**src/rtl/rc5_pkg.sv**
```systemverilog
// Shared types and constants for the RC5 infrared decoder.
// No dependencies; used by the channel interfaces and the top level.
`timescale 1ns / 1ps
`default_nettype none

package rc5_pkg;

  localparam int unsigned DUR_W   = 16;
  localparam int unsigned CODE_W  = 14;
  localparam logic [DUR_W-1:0] SHORT_MAX_RESET = 16'd1334;

  // Result status codes
  typedef enum logic [1:0] {
    STATUS_BUSY = 2'd0,
    STATUS_DONE = 2'd1,
    STATUS_ERR  = 2'd2
  } status_t;

  // Half-bit phase tracker, one-hot
  typedef enum logic [4:0] {
    ST_START = 5'b00001,
    ST_LO    = 5'b00010,
    ST_LO2   = 5'b00100,
    ST_HI    = 5'b01000,
    ST_HI2   = 5'b10000
  } dec_state_t;

endpackage

`default_nettype wire

```
**src/rtl/rc5_ir_if.sv**
```systemverilog
// Valid/ready channel interfaces: segment input, decode result, config write.
// Depends on rc5_pkg for widths and the status type.
`timescale 1ns / 1ps
`default_nettype none

interface rc5_seg_if;
  logic                      valid;
  logic                      ready;
  logic [rc5_pkg::DUR_W-1:0] duration;
  logic                      is_pulse;

  modport source (output valid, output duration, output is_pulse, input ready);
  modport sink   (input valid, input duration, input is_pulse, output ready);
endinterface

interface rc5_res_if;
  logic                       valid;
  logic                       ready;
  rc5_pkg::status_t           status;
  logic [rc5_pkg::CODE_W-1:0] code;

  modport source (output valid, output status, output code, input ready);
  modport sink   (input valid, input status, input code, output ready);
endinterface

interface rc5_cfg_if;
  logic                      valid;
  logic                      ready;
  logic [rc5_pkg::DUR_W-1:0] data;

  modport source (output valid, output data, input ready);
  modport sink   (input valid, input data, output ready);
endinterface

`default_nettype wire

```
**src/rtl/rc5_manchester_ir_decoder_unit.sv**
```systemverilog
// RC5 Manchester infrared decoder, top level.
// Depends on rc5_pkg and the channel interfaces in rc5_ir_if.sv.
`timescale 1ns / 1ps
`default_nettype none

// Takes one measured level segment (duration, pulse or space) per item and
// returns exactly one result item: frame in progress, frame complete with the
// received code, or framing error. A segment shorter than the configured
// short_max threshold is a short half bit. The decoder state is updated in the
// cycle the segment is accepted and the result lands in an output register,
// so one segment per clock is sustained; the input stalls only while a
// result is held because the result channel is not ready. A frame holds
// FRAME_BITS bits; the code field shows the low 14 bits of the shift
// register. The threshold register is written through the cfg channel, which
// is always ready, and must only be written while the decoder is idle.
module rc5_manchester_ir_decoder_unit #(
  parameter int unsigned FRAME_BITS = 14
) (
  input  wire         clk,
  input  wire         rst,
  rc5_seg_if.sink     seg,
  rc5_res_if.source   res,
  rc5_cfg_if.sink     cfg
);

  localparam int unsigned CNT_W = $clog2(FRAME_BITS + 1);
  localparam logic [CNT_W-1:0] CNT_FULL = CNT_W'(FRAME_BITS);

  logic [rc5_pkg::DUR_W-1:0] short_max;
  rc5_pkg::dec_state_t       state, state_next;
  logic [FRAME_BITS-1:0]     code_shift, code_shift_next;
  logic [CNT_W-1:0]          bit_count, bit_count_next;

  logic                       out_valid;
  rc5_pkg::status_t           out_status, status_next;
  logic [rc5_pkg::CODE_W-1:0] out_code, code_next;

  logic seg_accept;
  logic is_short;
  logic bad;
  rc5_pkg::dec_state_t       phase;
  logic [FRAME_BITS-1:0]     shift_adv;
  logic [CNT_W-1:0]          count_adv;
  logic [rc5_pkg::CODE_W+FRAME_BITS-1:0] code_ext_cur, code_ext_adv;

  assign seg.ready  = !out_valid || res.ready;
  assign seg_accept = seg.valid && seg.ready;
  assign cfg.ready  = 1'b1;

  assign res.valid  = out_valid;
  assign res.status = out_status;
  assign res.code   = out_code;

  assign is_short = seg.duration < short_max;

  // Next phase from the current phase and the segment kind
  always_comb begin
    bad   = 1'b0;
    phase = state;
    unique case (state)
      rc5_pkg::ST_START: phase = rc5_pkg::ST_LO;
      rc5_pkg::ST_LO: begin
        bad   = !seg.is_pulse;
        phase = is_short ? rc5_pkg::ST_LO2 : rc5_pkg::ST_HI;
      end
      rc5_pkg::ST_LO2: begin
        bad   = !(is_short && !seg.is_pulse);
        phase = rc5_pkg::ST_LO;
      end
      rc5_pkg::ST_HI: begin
        bad   = seg.is_pulse;
        phase = is_short ? rc5_pkg::ST_HI2 : rc5_pkg::ST_LO;
      end
      rc5_pkg::ST_HI2: begin
        bad   = !(is_short && seg.is_pulse);
        phase = rc5_pkg::ST_HI;
      end
      default: bad = 1'b1;
    endcase
  end

  // Shift register and count after this segment, if a bit cell completes
  always_comb begin
    shift_adv = code_shift;
    count_adv = bit_count;
    if (state == rc5_pkg::ST_START) begin
      shift_adv = code_shift | FRAME_BITS'(1);
      count_adv = bit_count + CNT_W'(1);
    end else if (phase == rc5_pkg::ST_HI) begin
      shift_adv = {code_shift[FRAME_BITS-2:0], 1'b0};
      count_adv = bit_count + CNT_W'(1);
    end else if (phase == rc5_pkg::ST_LO) begin
      shift_adv = {code_shift[FRAME_BITS-2:0], 1'b1};
      count_adv = bit_count + CNT_W'(1);
    end
  end

  assign code_ext_cur = {{rc5_pkg::CODE_W{1'b0}}, code_shift};
  assign code_ext_adv = {{rc5_pkg::CODE_W{1'b0}}, shift_adv};

  always_comb begin
    state_next      = phase;
    code_shift_next = shift_adv;
    bit_count_next  = count_adv;
    status_next     = rc5_pkg::STATUS_BUSY;
    code_next       = '0;
    if (bit_count >= CNT_FULL) begin
      // Frame already full: emit regardless of the segment
      state_next      = rc5_pkg::ST_START;
      code_shift_next = '0;
      bit_count_next  = '0;
      status_next     = rc5_pkg::STATUS_DONE;
      code_next       = code_ext_cur[rc5_pkg::CODE_W-1:0];
    end else if (state == rc5_pkg::ST_START) begin
      state_next = rc5_pkg::ST_LO;
    end else if (bad) begin
      state_next      = rc5_pkg::ST_START;
      code_shift_next = '0;
      bit_count_next  = '0;
      status_next     = rc5_pkg::STATUS_ERR;
    end else if (count_adv >= CNT_FULL && seg.is_pulse) begin
      state_next      = rc5_pkg::ST_START;
      code_shift_next = '0;
      bit_count_next  = '0;
      status_next     = rc5_pkg::STATUS_DONE;
      code_next       = code_ext_adv[rc5_pkg::CODE_W-1:0];
    end
  end

  always_ff @(posedge clk) begin
    if (rst) begin
      short_max  <= rc5_pkg::SHORT_MAX_RESET;
      state      <= rc5_pkg::ST_START;
      code_shift <= '0;
      bit_count  <= '0;
      out_valid  <= 1'b0;
    end else begin
      if (cfg.valid) begin
        short_max <= cfg.data;
      end
      if (seg_accept) begin
        state      <= state_next;
        code_shift <= code_shift_next;
        bit_count  <= bit_count_next;
        out_valid  <= 1'b1;
      end else if (res.ready) begin
        out_valid <= 1'b0;
      end
    end
  end

  // Result payload: load on accept, hold otherwise
  always_ff @(posedge clk) begin
    if (seg_accept) begin
      out_status <= status_next;
      out_code   <= code_next;
    end
  end

endmodule

`default_nettype wire
```
**src/flat_wrapper.sv**
```systemverilog
// flat-port wrapper written by rule: the top's interface ports become plain ports
module rc5_manchester_ir_decoder_unit_flat 
#(
  parameter int unsigned FRAME_BITS = 14
)
  (clk, rst, seg_valid, seg_duration, seg_is_pulse, seg_ready, res_valid, res_status, res_code, res_ready, cfg_valid, cfg_data, cfg_ready);
  rc5_seg_if seg_i ();
  rc5_res_if res_i ();
  rc5_cfg_if cfg_i ();
  input  wire clk;
  input  wire rst;
  input wire logic [$bits(seg_i.valid)-1:0] seg_valid;
  input wire logic [$bits(seg_i.duration)-1:0] seg_duration;
  input wire logic [$bits(seg_i.is_pulse)-1:0] seg_is_pulse;
  output wire logic [$bits(seg_i.ready)-1:0] seg_ready;
  output wire logic [$bits(res_i.valid)-1:0] res_valid;
  output wire logic [$bits(res_i.status)-1:0] res_status;
  output wire logic [$bits(res_i.code)-1:0] res_code;
  input wire logic [$bits(res_i.ready)-1:0] res_ready;
  input wire logic [$bits(cfg_i.valid)-1:0] cfg_valid;
  input wire logic [$bits(cfg_i.data)-1:0] cfg_data;
  output wire logic [$bits(cfg_i.ready)-1:0] cfg_ready;
  assign seg_i.valid = seg_valid;
  assign seg_i.duration = seg_duration;
  assign seg_i.is_pulse = seg_is_pulse;
  assign seg_ready = seg_i.ready;
  assign res_valid = res_i.valid;
  assign res_status = res_i.status;
  assign res_code = res_i.code;
  assign res_i.ready = res_ready;
  assign cfg_i.valid = cfg_valid;
  assign cfg_i.data = cfg_data;
  assign cfg_ready = cfg_i.ready;
  rc5_manchester_ir_decoder_unit #(.FRAME_BITS(FRAME_BITS)) u_core (.clk(clk), .rst(rst), .seg(seg_i), .res(res_i), .cfg(cfg_i));
endmodule
```
**config.mk**
```make
export PLATFORM = sky130hd
export DESIGN_NAME = rc5_manchester_ir_decoder_unit_flat
export DESIGN_NICKNAME = d
export VERILOG_FILES = /design/src/rtl/rc5_pkg.sv /design/src/rtl/rc5_ir_if.sv /design/src/rtl/rc5_manchester_ir_decoder_unit.sv /design/src/flat_wrapper.sv
export SDC_FILE = /design/constraint.sdc
export NUM_CORES = 1
export LEC_CHECK = 0
export ABC_AREA = 1
export BUFFER_PORTS_ARGS = -buffer_cell sky130_fd_sc_hd__buf_2
export CAP_MARGIN = 20
export CORE_MARGIN = 5
export CORE_UTILIZATION = 50
export DETAILED_ROUTE_END_ITERATION = 16
export PLACE_DENSITY = 0.73
export SYNTH_ARGS = -nofsm -noshare
export SYNTH_HDL_FRONTEND = slang
export SYNTH_SLANG_ARGS = --single-unit
```
**constraint.sdc**
```tcl
create_clock -name clk -period 3.4 [get_ports clk]
set_input_delay 1.02 -clock clk [delete_from_list [all_inputs] [get_ports clk]]
set_output_delay 1.02 -clock clk [all_outputs]
set_load 0.01 [all_outputs]
```
==> out/metrics.cfg <==
[clock_network]
cts_tree=yes
clock_latency_ps=320
cts_root_buf=clkbuf_8
cts-resized-gates=0
clk_pin_slew_ps=100
ctsHoldBuffers=0
clockBufferDepth=2
cts.sinks=56
post-cts-setup-buffers=0
cts_buffers=5
ctsHtreeMaxLevel=2

[worst_setup_path]
start_kind=input pin
crit_family=simple AND/OR/NAND/NOR gates
crit_buf_inv=4
cpMaxStageDelayCell=ha_1
critPathMaxFanout=7
critPathLaunch=seg_duration[15]
crit_path_end_kind=flip-flop
crit_chain=buf_2 > ha_1 > nand2_1 > inv_1 > nand3_1 > inv_1 > a21oi_2 > nand2_2 > a21oi_4 > nand2_4 > nand2_2 > nand2_2 > nor2_4 > nand3_4 > nor3_4 > buf_4 > nand2_1 > o21ai_1
path_common_cell=nand2_2
crit_type=input pin to flip-flop
required_ps=3570
slowest_delay_ps=310
worstPathArrival_ps=3220
reg2reg_from=u_core.short_max[15]$_SDFFE_PP0P_

[flow_run]
maxCapViolations=0

[cells_and_area]
mostFrequentLayoutCell=nand2_1
diodes=0
stdcell_area_mm2=0.003560
final_nets=507
layout_common_cells=nand2_1, buf_2, inv_1, a21oi_1, dfxtp_1
drive_gt1_share_pct=25.17
final-instance-count-excl-fill=528
area.growth.synth_to_final_pct=13.71

[power_and_ir_drop]
p_int_uw=977.6
p_switching_uw=460.3
power_per_cell_area_mw_per_mm2=403.9
clkPwrFrac_pct=26.2
p_leak_uw=0.001524
power_frac_seq_pct=51.3
swShare_pct=32.01
p_comb_share_pct=22.5
irDropWorstVdd_mv=0.1992

[synthesis]
synth_cells=397
syn_area_mm2=0.003131
synth_seq_cells=56
postSynthAreaPerCell_um2=7.885
yosys_warnings=0
ys_types=38
syn_nets=452
ys_seq_area_share_pct=40.93

[sta]
skew_ps=12.29
post-route-min-period_ps=3046
worst-slew-pin-transition_ps=757.3
rsz0062_at_grt=false
final_hold_viol_count=0
setup-tns-final_ps=0
final_max_slew_viol_count=0
finalSetupViolCount=0
max_freq_ghz=0.3283
period_share_pct=89.59
slew_headroom_pct=49.29

[die]
core-area_mm2=0.005991
floorplan.initialDensity_pct=52.26
ios=57
die_w_um=89.13
fp-row-count=28
fp.dieH_um=89.13
dieArea_mm2=0.007943

[routing]
drtIter0Drc=171
drt_first_pass_iters=4
avgRoutedWirePerCell_um=12.56
avgViaCountPerCell=5.108
wirelength_um=6632
route.vias.total=2697
drc=0
final_antenna_net_count=0

[worst_hold_path]
hold_start=u_core.short_max[13]$_SDFFE_PP0P_
hold_path.class=flip-flop to flip-flop

[global_routing]
antenna_found_initial=0
grt_overflow=0
grt_pass1_wl_um=11340
grt_max_degree=30
grt.total_usage_pct=17.98
grt_pass1_vias=2641

[placed_design]
hpwl_um=4929
gp_congestion=0.8670
post_dp_cell_area_mm2=0.003470
portBuffers=55
dp.cells=520

[status]
outcome=finished clean

## worst paths after layout
| kind | to | depth (start not counted) | slack (ps) |
|---|---|---|---|
| max | u_core.res.code[12]$_DFFE_PP_ | 18 | 350 |
| min | u_core.short_max[13]$_SDFFE_PP0P_ | 2 | 470 |
| max reg2reg | u_core.res.code[12]$_DFFE_PP_ | 18 | 810 |
| min reg2reg | u_core.short_max[13]$_SDFFE_PP0P_ | 2 | 470 |
## metal layers
layer / global-route usage, % / part of all wire (%)
met5: 0 / 0
met1: 23.02 / 44
met2: 30.34 / 48
met4: 6.225 / 1.4
met3: 3.410 / 6.4
## cells in the mapped netlist
cell type,n,area (um^2)
a21oi_1,44,220.2
nand3_1,16,80.08
a31oi_1,2,12.51
clkbuf_1,9,33.78
xor2_1,2,17.52
nor4_2,1,12.51
nand2_4,2,22.52
o22ai_1,1,6.260
nand3_2,7,70.07
inv_2,9,33.78
clkinv_2,1,5.000
nand4_2,1,12.51
dfxtp_1,40,800.8
nor2_2,1,6.260
nor3_2,1,10.01
nand2_1,82,307.8
buf_4,2,15.01
conb_1,1,3.750
or2_2,1,6.260
nor3_1,3,15.01
a21oi_2,3,26.28
nor2_4,1,11.26
o21ai_1,9,45.04
o211ai_1,1,7.510
buf_12,1,20.02
ha_1,17,212.7
nor3_4,2,32.53
buf_6,1,11.26
nand4_1,3,18.77
edfxtp_1,16,480.5
a21oi_4,1,16.27
nand3_4,1,17.52
nand2_2,9,56.30
buf_2,2,10.01
o21ai_0,38,190.2
nor4_4,2,42.54
inv_1,50,187.7
nor2_1,14,52.55
## power by group through the flow
stage                     Sequential, uW  Clock, uW  Combinational (uW)
after floorplan                      755          0                 243
after global placement               752          0                 317
after detailed placement             753          0                 324
after CTS                            738        390                 326
after global routing                 742        413                 369
final                                738        377                 324
## tightest hold or removal path, stage by stage (launching register included)
cell and delay, ps:
dfxtp_1 310, inv_1 60, a21oi_1 60
## cells by family (layout without fill, tap and decap cells)
kind of cell    Yosys count  count (layout)  synth area share, %
fa+ha+maj                17              17                6.794
buf+inv                  75             131                10.11
flops                    56              56                40.93
simple gates            147             147                24.74
xor+xnor                  2               2               0.5597
other cells               1               1               0.1198
compound gates           99              99                16.75
## flip-flops by register name, summed over array words and instances, names as in the netlist
register	flops
u_core.state	5
u_core.bit_count	4
u_core.code_shift	14
u_core.res.status	2
u_core.short_max	16
u_core.res.code	14
u_core.res.valid	1
## final cells by class
cell class                 instances  area [um^2]
inverter                          60        226.5
sequential                        56         1281
tap                               75        93.84
clock buffer                       5        68.82
clock inverter                     3        21.27
multi-input combinational        266         1533
timing repair buffer              63        335.3
fill                             551         2431
## metrics by stage
stage	util (%)	hold WS, ps	total power, uW	worst slack (ps)
2_1_floorplan	-	432.5	998.5	403.0
3_3_place_gp	57.92	442.8	1069	100.7
3_5_place_dp	57.92	453.5	1077	37.99
4_1_cts	59.42	469.5	1453	363.7
5_1_grt	59.42	482.8	1524	78.47
6_report	59.42	467.3	1438	354.0
No activity file was read; power rests on OpenSTA's default activity.
